## src/thed_pkg.sv

```systemverilog
`default_nettype none

package thed_pkg;

    // Width of the internal time base; port timestamps are zero-extended to it.
    localparam int TIME_WIDTH = 64;
    // Width of the timestamp field on the ports.
    localparam int STAMP_W = 63;
    // A 16-bit millisecond count times one million fits in 36 bits.
    localparam int MS_W = 16;
    localparam int NS_W = 36;
    localparam int SUM_W = ((TIME_WIDTH > NS_W) ? TIME_WIDTH : NS_W) + 1;
    localparam int PROB_W = 18;
    localparam int LEVEL_W = 16;
    localparam int CFG_IDX_W = 3;

    localparam logic [NS_W-1:0] NS_PER_MS = NS_W'(1000000);
    localparam logic [LEVEL_W-1:0] P_ONE = LEVEL_W'(32768);

    localparam logic [LEVEL_W-1:0] ON_THR_RESET = LEVEL_W'(22938);
    localparam logic [LEVEL_W-1:0] OFF_THR_RESET = LEVEL_W'(9830);

    // Packed payload widths, rounded up to whole bytes.
    localparam int IN_BITS = STAMP_W + PROB_W;
    localparam int IN_DATA_W = ((IN_BITS + 7) / 8) * 8;
    localparam int OUT_BITS = 2 + 1 + 1 + STAMP_W + STAMP_W;
    localparam int OUT_DATA_W = ((OUT_BITS + 7) / 8) * 8;

    typedef logic [TIME_WIDTH-1:0] t_time;
    typedef logic [NS_W-1:0] t_span;
    typedef logic [LEVEL_W-1:0] t_level;

    typedef enum logic [1:0] {
        MODE_IDLE     = 2'd0,
        MODE_ACTIVE   = 2'd1,
        MODE_COOLDOWN = 2'd2
    } t_mode;

    typedef enum logic [CFG_IDX_W-1:0] {
        REG_ON_THRESHOLD  = 3'd0,
        REG_OFF_THRESHOLD = 3'd1,
        REG_CONFIRM_MS    = 3'd2,
        REG_RELEASE_MS    = 3'd3,
        REG_HOLD_OFF_MS   = 3'd4
    } t_reg_index;

endpackage

`default_nettype wire

```

## src/timed_hysteresis_event_detector_core.sv

```systemverilog
`default_nettype none

// Channel     Dir  Handshake                      Payload
// s_axis      in   s_axis_tvalid / s_axis_tready  now_time, probability
// m_axis      out  m_axis_tvalid / m_axis_tready  mode, started, ended, stamps
// cfg         in   i_cfg_valid / o_cfg_ready      register index, 16-bit value
//
// Every request passes from acceptance through the input register and then
// through the update logic into the result register. One request is accepted
// per cycle while the result is not stalled; the state update that links
// consecutive requests is combinational, between the two registers.
// Reset is synchronous and active low; it restores the register defaults and
// returns the detector to idle with all timers cleared. A stalled result holds
// the update stage, and the input register keeps one further request.

module timed_hysteresis_event_detector_core (
    input  wire                                 i_clk,
    input  wire                                 i_rst_n,
    // tdata, from bit 0 up: now_time[62:0], probability[80:63], zero pad
    input  wire  [thed_pkg::IN_DATA_W-1:0]      s_axis_tdata,
    input  wire                                 s_axis_tvalid,
    output logic                                s_axis_tready,
    // tdata, from bit 0 up: mode[1:0], started[2], ended[3],
    // start_stamp[66:4], end_stamp[129:67], zero pad
    output logic [thed_pkg::OUT_DATA_W-1:0]     m_axis_tdata,
    output logic                                m_axis_tvalid,
    input  wire                                 m_axis_tready,
    input  wire                                 i_cfg_valid,
    output logic                                o_cfg_ready,
    input  wire  [thed_pkg::CFG_IDX_W-1:0]      i_cfg_index,
    input  wire  [thed_pkg::LEVEL_W-1:0]        i_cfg_data
);

    // Configuration. The millisecond spans are converted to nanoseconds when
    // written, so the update path only compares against stored spans.
    thed_pkg::t_level r_on_thr;
    thed_pkg::t_level r_off_thr;
    thed_pkg::t_span  r_confirm_span;
    thed_pkg::t_span  r_release_span;
    thed_pkg::t_span  r_cool_span;
    thed_pkg::t_span  n_cfg_ns;

    assign o_cfg_ready = 1'b1;
    assign n_cfg_ns = thed_pkg::NS_W'(i_cfg_data) * thed_pkg::NS_PER_MS;

    always_ff @(posedge i_clk) begin
        if (!i_rst_n) begin
            r_on_thr       <= thed_pkg::ON_THR_RESET;
            r_off_thr      <= thed_pkg::OFF_THR_RESET;
            r_confirm_span <= '0;
            r_release_span <= '0;
            r_cool_span    <= '0;
        end else if (i_cfg_valid) begin
            case (thed_pkg::t_reg_index'(i_cfg_index))
                thed_pkg::REG_ON_THRESHOLD:  r_on_thr       <= i_cfg_data;
                thed_pkg::REG_OFF_THRESHOLD: r_off_thr      <= i_cfg_data;
                thed_pkg::REG_CONFIRM_MS:    r_confirm_span <= n_cfg_ns;
                thed_pkg::REG_RELEASE_MS:    r_release_span <= n_cfg_ns;
                thed_pkg::REG_HOLD_OFF_MS:   r_cool_span    <= n_cfg_ns;
                default: ;
            endcase
        end
    end

    // Input register stage.
    logic                                r_in_valid;
    logic [thed_pkg::STAMP_W-1:0]        r_in_time;
    logic signed [thed_pkg::PROB_W-1:0]  r_in_prob;
    logic                                w_advance;

    // The update stage moves whenever the result register is free or drains.
    assign w_advance     = !m_axis_tvalid || m_axis_tready;
    assign s_axis_tready = !r_in_valid || w_advance;

    always_ff @(posedge i_clk) begin
        if (!i_rst_n) begin
            r_in_valid <= 1'b0;
        end else if (s_axis_tready) begin
            r_in_valid <= s_axis_tvalid;
        end
        if (s_axis_tvalid && s_axis_tready) begin
            r_in_time <= s_axis_tdata[thed_pkg::STAMP_W-1:0];
            r_in_prob <= s_axis_tdata[thed_pkg::IN_BITS-1:thed_pkg::STAMP_W];
        end
    end

    // Detector state.
    thed_pkg::t_mode r_mode;
    thed_pkg::t_time r_above_since;
    thed_pkg::t_time r_below_since;
    thed_pkg::t_time r_cool_until;
    thed_pkg::t_time r_last_start;
    thed_pkg::t_time r_last_end;

    thed_pkg::t_mode n_mode;
    thed_pkg::t_time n_above_since;
    thed_pkg::t_time n_below_since;
    thed_pkg::t_time n_cool_until;
    thed_pkg::t_time n_last_start;
    thed_pkg::t_time n_last_end;
    logic            n_started;
    logic            n_ended;

    // Update datapath. Both timers are evaluated in parallel; the mode picks
    // which one takes effect.
    thed_pkg::t_time            w_now;
    thed_pkg::t_level           w_prob;
    thed_pkg::t_time            w_above_t0;
    thed_pkg::t_time            w_below_t0;
    thed_pkg::t_time            w_above_elapsed;
    thed_pkg::t_time            w_below_elapsed;
    logic                       w_confirm_done;
    logic                       w_release_done;
    logic [thed_pkg::SUM_W-1:0] w_cool_sum;
    thed_pkg::t_time            w_cool_deadline;

    assign w_now = thed_pkg::TIME_WIDTH'(r_in_time);

    // Negative probabilities clamp to zero, anything above one clamps to one.
    always_comb begin
        if (r_in_prob[thed_pkg::PROB_W-1]) begin
            w_prob = '0;
        end else if (r_in_prob > $signed(thed_pkg::PROB_W'(thed_pkg::P_ONE))) begin
            w_prob = thed_pkg::P_ONE;
        end else begin
            w_prob = r_in_prob[thed_pkg::LEVEL_W-1:0];
        end
    end

    // A timer start of zero means the timer is not running, so it starts now.
    assign w_above_t0 = (r_above_since == '0) ? w_now : r_above_since;
    assign w_below_t0 = (r_below_since == '0) ? w_now : r_below_since;
    assign w_above_elapsed = w_now - w_above_t0;
    assign w_below_elapsed = w_now - w_below_t0;
    // Time running backwards never expires a timer.
    assign w_confirm_done = (w_now >= w_above_t0)
                            && (w_above_elapsed >= thed_pkg::TIME_WIDTH'(r_confirm_span));
    assign w_release_done = (w_now >= w_below_t0)
                            && (w_below_elapsed >= thed_pkg::TIME_WIDTH'(r_release_span));

    // Cooldown deadline saturates at the largest representable time.
    assign w_cool_sum = thed_pkg::SUM_W'(w_now) + thed_pkg::SUM_W'(r_cool_span);
    assign w_cool_deadline = (w_cool_sum > thed_pkg::SUM_W'({thed_pkg::TIME_WIDTH{1'b1}}))
                             ? {thed_pkg::TIME_WIDTH{1'b1}}
                             : w_cool_sum[thed_pkg::TIME_WIDTH-1:0];

    always_comb begin
        n_mode        = r_mode;
        n_above_since = r_above_since;
        n_below_since = r_below_since;
        n_cool_until  = r_cool_until;
        n_last_start  = r_last_start;
        n_last_end    = r_last_end;
        n_started     = 1'b0;
        n_ended       = 1'b0;
        case (r_mode)
            thed_pkg::MODE_ACTIVE: begin
                if (w_prob <= r_off_thr) begin
                    n_below_since = w_below_t0;
                    if (w_release_done) begin
                        n_mode        = thed_pkg::MODE_COOLDOWN;
                        n_last_end    = w_now;
                        n_ended       = 1'b1;
                        n_cool_until  = w_cool_deadline;
                        n_below_since = '0;
                        n_above_since = '0;
                    end
                end else begin
                    n_below_since = '0;
                end
            end
            thed_pkg::MODE_COOLDOWN: begin
                if (w_now >= r_cool_until) begin
                    n_mode = thed_pkg::MODE_IDLE;
                end
            end
            thed_pkg::MODE_IDLE: begin
                // Samples are ignored until the cooldown deadline passes.
                if (w_now >= r_cool_until) begin
                    if (w_prob >= r_on_thr) begin
                        n_above_since = w_above_t0;
                        if (w_confirm_done) begin
                            n_mode        = thed_pkg::MODE_ACTIVE;
                            n_last_start  = w_now;
                            n_started     = 1'b1;
                            n_above_since = '0;
                            n_below_since = '0;
                        end
                    end else begin
                        n_above_since = '0;
                    end
                end
            end
            default: begin
                n_mode = thed_pkg::MODE_IDLE;
            end
        endcase
    end

    // State and result register.
    logic                         r_started;
    logic                         r_ended;
    logic [thed_pkg::STAMP_W-1:0] r_out_start;
    logic [thed_pkg::STAMP_W-1:0] r_out_end;

    always_ff @(posedge i_clk) begin
        if (!i_rst_n) begin
            r_mode        <= thed_pkg::MODE_IDLE;
            r_above_since <= '0;
            r_below_since <= '0;
            r_cool_until  <= '0;
            r_last_start  <= '0;
            r_last_end    <= '0;
            m_axis_tvalid <= 1'b0;
        end else if (w_advance) begin
            m_axis_tvalid <= r_in_valid;
            if (r_in_valid) begin
                r_mode        <= n_mode;
                r_above_since <= n_above_since;
                r_below_since <= n_below_since;
                r_cool_until  <= n_cool_until;
                r_last_start  <= n_last_start;
                r_last_end    <= n_last_end;
            end
        end
        if (w_advance && r_in_valid) begin
            r_started   <= n_started;
            r_ended     <= n_ended;
            r_out_start <= thed_pkg::STAMP_W'(n_last_start);
            r_out_end   <= thed_pkg::STAMP_W'(n_last_end);
        end
    end

    assign m_axis_tdata = thed_pkg::OUT_DATA_W'({r_out_end, r_out_start, r_ended,
                                                 r_started, r_mode});

    // An event cannot both start and end on the same request.
    a_start_end_exclusive: assert property (@(posedge i_clk) disable iff (!i_rst_n)
        m_axis_tvalid |-> !(r_started && r_ended))
        else $error("start and end flagged on one result");

    // A start flag always comes with the active mode, an end with cooldown.
    a_start_mode: assert property (@(posedge i_clk) disable iff (!i_rst_n)
        (m_axis_tvalid && r_started) |-> (r_mode == thed_pkg::MODE_ACTIVE))
        else $error("start flagged outside active mode");

    a_end_mode: assert property (@(posedge i_clk) disable iff (!i_rst_n)
        (m_axis_tvalid && r_ended) |-> (r_mode == thed_pkg::MODE_COOLDOWN))
        else $error("end flagged outside cooldown mode");

    // A stalled result freezes the detector state.
    a_stall_holds_state: assert property (@(posedge i_clk) disable iff (!i_rst_n)
        (m_axis_tvalid && !m_axis_tready) |=> ($stable(r_mode) && $stable(r_last_start)))
        else $error("state changed while result stalled");

    // The confirm timer only runs in idle, the release timer only in active.
    a_timer_ownership: assert property (@(posedge i_clk) disable iff (!i_rst_n)
        ((r_above_since != '0) |-> (r_mode == thed_pkg::MODE_IDLE)) and
        ((r_below_since != '0) |-> (r_mode == thed_pkg::MODE_ACTIVE)))
        else $error("timer running in the wrong mode");

endmodule

`default_nettype wire
```

## config.mk

```make
export PLATFORM = sky130hd
export DESIGN_NAME = timed_hysteresis_event_detector_core
export DESIGN_NICKNAME = d
export VERILOG_FILES = /design/src/thed_pkg.sv /design/src/timed_hysteresis_event_detector_core.sv
export SDC_FILE = /design/constraint.sdc
export NUM_CORES = 2
export LEC_CHECK = 0
export BUFFER_PORTS_ARGS = -buffer_cell sky130_fd_sc_hd__buf_2
export CORE_MARGIN = 5
export CORE_UTILIZATION = 55
export DETAILED_ROUTE_END_ITERATION = 7
export PLACE_DENSITY = 0.73
export SYNTH_ARGS = -nofsm -noshare
export SYNTH_HDL_FRONTEND = slang
export SYNTH_SLANG_ARGS = --single-unit
```

## constraint.sdc

```tcl
create_clock -name i_clk -period 9.05 [get_ports i_clk]
set_clock_uncertainty 0.15 [all_clocks]
set_input_delay 0.4525 -clock i_clk [delete_from_list [all_inputs] [get_ports i_clk]]
set_output_delay 0.4525 -clock i_clk [all_outputs]
set_load 0.01 [all_outputs]
```

==> impl_metrics.json <==
{
  "outcome": "completed",
  "fmax_mhz": 115,
  "finalHoldViolCount": 0,
  "synth_seq_cells": 653,
  "place_congestion": 0.961,
  "yosysWarnings": 0,
  "grt_pass1_vias": 35216,
  "vias_per_cell": 6.16,
  "die_area_sq_um": 81600,
  "drtPass1Iterations": 6,
  "wire_per_inst_um": 21.4,
  "crit_path_max_fanout": 22,
  "ios": 251,
  "track_usage": 0.299,
  "p_leak_nw": 19.1,
  "drc_errors": 0,
  "cts_tree": "yes",
  "final_common_cell": "a21oi_1",
  "synth_fa_ha_area_frac": 0.151,
  "synth_compound_area_frac": 0.203,
  "tightest_slew_ps": 1210,
  "layout.cells.most_common_list": "a21oi_1 (542), dfxtp_1 (444), ha_1 (416)",
  "crit_slowest_cell": "or4_4",
  "min_period_over_period": 0.962,
  "cts.clk_slew.worst_paths_ps": 60,
  "worstSetupEndpointType": "flip-flop",
  "cts_max_level": 3,
  "ys_async_sr_fraction": 0,
  "fin_cells": 5940,
  "synthXorXnorAreaFrac": 0.0325,
  "setup_viol": 0,
  "die_h_um": 286,
  "critPathMaxStageDelay_ps": 520,
  "yosys.area_share.simple": 0.137,
  "critPathKind": "reg -> reg",
  "start_util": 0.552,
  "grt_max_degree": 120,
  "cts_root_buf": "clkbuf_16",
  "max_cap_viol_count": 0,
  "final_layout_size_suffix_gt1_frac": 0.140,
  "critPathLaunchType": "flip-flop",
  "ys_seq_area_frac": 0.363,
  "cts_sinks": 653,
  "rsz0062_at_grt": "false",
  "dp.cells": 5713,
  "dpl.hpwl_um": 90900,
  "cp.required_ps": 9280,
  "fillers": 6271,
  "tns_ps": 0,
  "io_buffer_count": 236,
  "synth_cell_types": 92,
  "netlist_area_sq_um": 41800,
  "fin_nets": 5481,
  "synth_top_family_by_area": "compound AO/OA/AOI/OAI gates",
  "grt_pass1_wl_um": 195000,
  "first_iter_violations": 2908,
  "synthToLayoutAreaGrowth_pct": 14.0,
  "ant_nets": 0,
  "syn_avg_cell_area_sq_um": 9.03,
  "slew_violations": 0,
  "synthFlopType": "dfxtp_1",
  "r2r_setup_slack_ps": 340,
  "clockBufferDepth": 3,
  "clk_latency_ps": 650,
  "min_period_ps": 8710,
  "muxShareOfSynthArea": 0.0544,
  "synth_enable_flop_cells": 209,
  "timing.slew.headroom": 0.196,
  "grt.overflow.total": 0,
  "die_w_um": 286,
  "rows": 101,
  "route.vias.total": 36583,
  "antenna_found_initial": 3,
  "cts_buffers": 73,
  "hp-class": "in -> reg",
  "syn_inst": 4630,
  "ir_drop_v": 0.000322,
  "powerDensity_nw_per_um2": 342,
  "wl_um": 127000,
  "coreArea_sq_um": 75700,
  "arrival_ps": 8940
}
==> critical path, delay by kind of cell, from the launching register on <==
family / cells / cell delay (ps)
muxes: 1 / 350
buffers and inverters: 4 / 790
xor gates and xnor gates: 1 / 180
adders and majority gates: 2 / 670
DFF: 1 / 330
AOI/OAI and AO/OA: 14 / 2750
and+or+nand+nor: 11 / 3160
==> routing by layer <==
layer,share of wire,track usage,vias to the layer above
met2,0.47,0.500,1354
met5,0.000079,0,-
li1,-,-,17359
met4,0.043,0.116,2
met1,0.41,0.390,17563
met3,0.076,0.0503,305
==> flip-flops by register name, summed over array words and instances (netlist names), 30 cells and up <==
signal	count
r_last_end	63
r_in_time	63
r_release_span	30
r_above_since	64
r_last_start	63
r_cool_span	30
r_out_start	63
r_out_end	63
r_below_since	64
r_cool_until	64
r_confirm_span	30
==> Yosys cell counts (11+ instances only) <==
| master | n | area (sq um) |
|---|---|---|
| xnor2_1 | 102 | 893 |
| ha_1 | 416 | 5200 |
| and3_1 | 22 | 138 |
| buf_2 | 34 | 170 |
| fa_1 | 56 | 1120 |
| a31oi_1 | 20 | 125 |
| or2_2 | 16 | 100 |
| nor2b_1 | 25 | 156 |
| xor2_1 | 53 | 464 |
| and2_1 | 41 | 257 |
| nand4_1 | 90 | 563 |
| buf_1 | 12 | 45.0 |
| o21bai_1 | 36 | 270 |
| mux2_2 | 130 | 1460 |
| nor4_1 | 57 | 357 |
| buf_6 | 21 | 236 |
| a21o_1 | 116 | 871 |
| nand2b_1 | 25 | 156 |
| inv_1 | 326 | 1220 |
| nor2_1 | 279 | 1050 |
| a21oi_1 | 542 | 2710 |
| a211oi_2 | 18 | 225 |
| edfxtp_1 | 209 | 6280 |
| nand2_1 | 377 | 1420 |
| o211ai_1 | 27 | 203 |
| a211oi_1 | 51 | 383 |
| dfxtp_1 | 444 | 8890 |
| o31ai_1 | 16 | 120 |
| o22ai_1 | 65 | 407 |
| o21a_1 | 30 | 225 |
| or3_1 | 17 | 106 |
| o2bb2ai_1 | 54 | 473 |
| nor3_1 | 73 | 365 |
| o21ai_0 | 225 | 1130 |
| clkbuf_1 | 178 | 668 |
| nand3_1 | 154 | 771 |
| mux2i_1 | 81 | 811 |
| o311ai_0 | 11 | 96.3 |
==> stage by stage <==
stage          power [mW]  hold WS, ps  setup slack (ps)  area, sq um  utilization
5_1_grt              17.4         96.8              1.77        47600        0.629
2_1_floorplan        10.1          282               762        41800            -
3_5_place_dp         12.9          297               391        44200        0.584
4_1_cts              16.1         66.9               374        47600        0.628
3_3_place_gp         12.8          294               495        44200        0.584
6_report             16.3         84.4               344        47700        0.630
==> where the power goes <==
part / internal [mW] / switching, mW / total, mW
Sequential: 3.21 / 0.152 / 3.36
Clock: 1.80 / 1.33 / 3.13
Combinational: 3.76 / 6.04 / 9.80
==> timing repair <==
action,4_1_cts,5_1_grt
gates resized for setup,0,11
setup endpoints to repair,0,169
hold buffers,83,0
hold endpoints to repair,83,0
setup buffers,0,4
==> path summary, 6_finish.rpt <==
kind,start,to,cells past startpoint
max,r_below_since[15],r_out_end[15],33
min,i_cfg_data[13],r_on_thr[13],3
max reg2reg,r_below_since[15],r_out_end[15],33
min reg2reg,r_confirm_span[14],r_confirm_span[14],2
==> logic make-up after synthesis <==
| kind of cell | after synthesis |
|---|---|
| AOI/OAI and AO/OA | 1340 |
| adders and majority gates | 472 |
| xor gates and xnor gates | 155 |
| DFF | 653 |
| and+or+nand+nor | 1211 |
| muxes | 211 |
| other | 2 |
| buffers and inverters | 586 |
==> layout make-up <==
type	count	area, sq um	share of cell area
Clock buffer	96	2010	0.0423
Inverter	327	1240	0.0260
Clock inverter	40	515	0.0108
Sequential cell	653	15200	0.318
Timing Repair Buffer	446	3150	0.0661
Antenna cell	4	10.0	0.000210
Tap cell	978	1220	0.0257
Multi-Input combinational cell	3396	24300	0.511
Note: power is estimated with default switching activity, not from simulation.
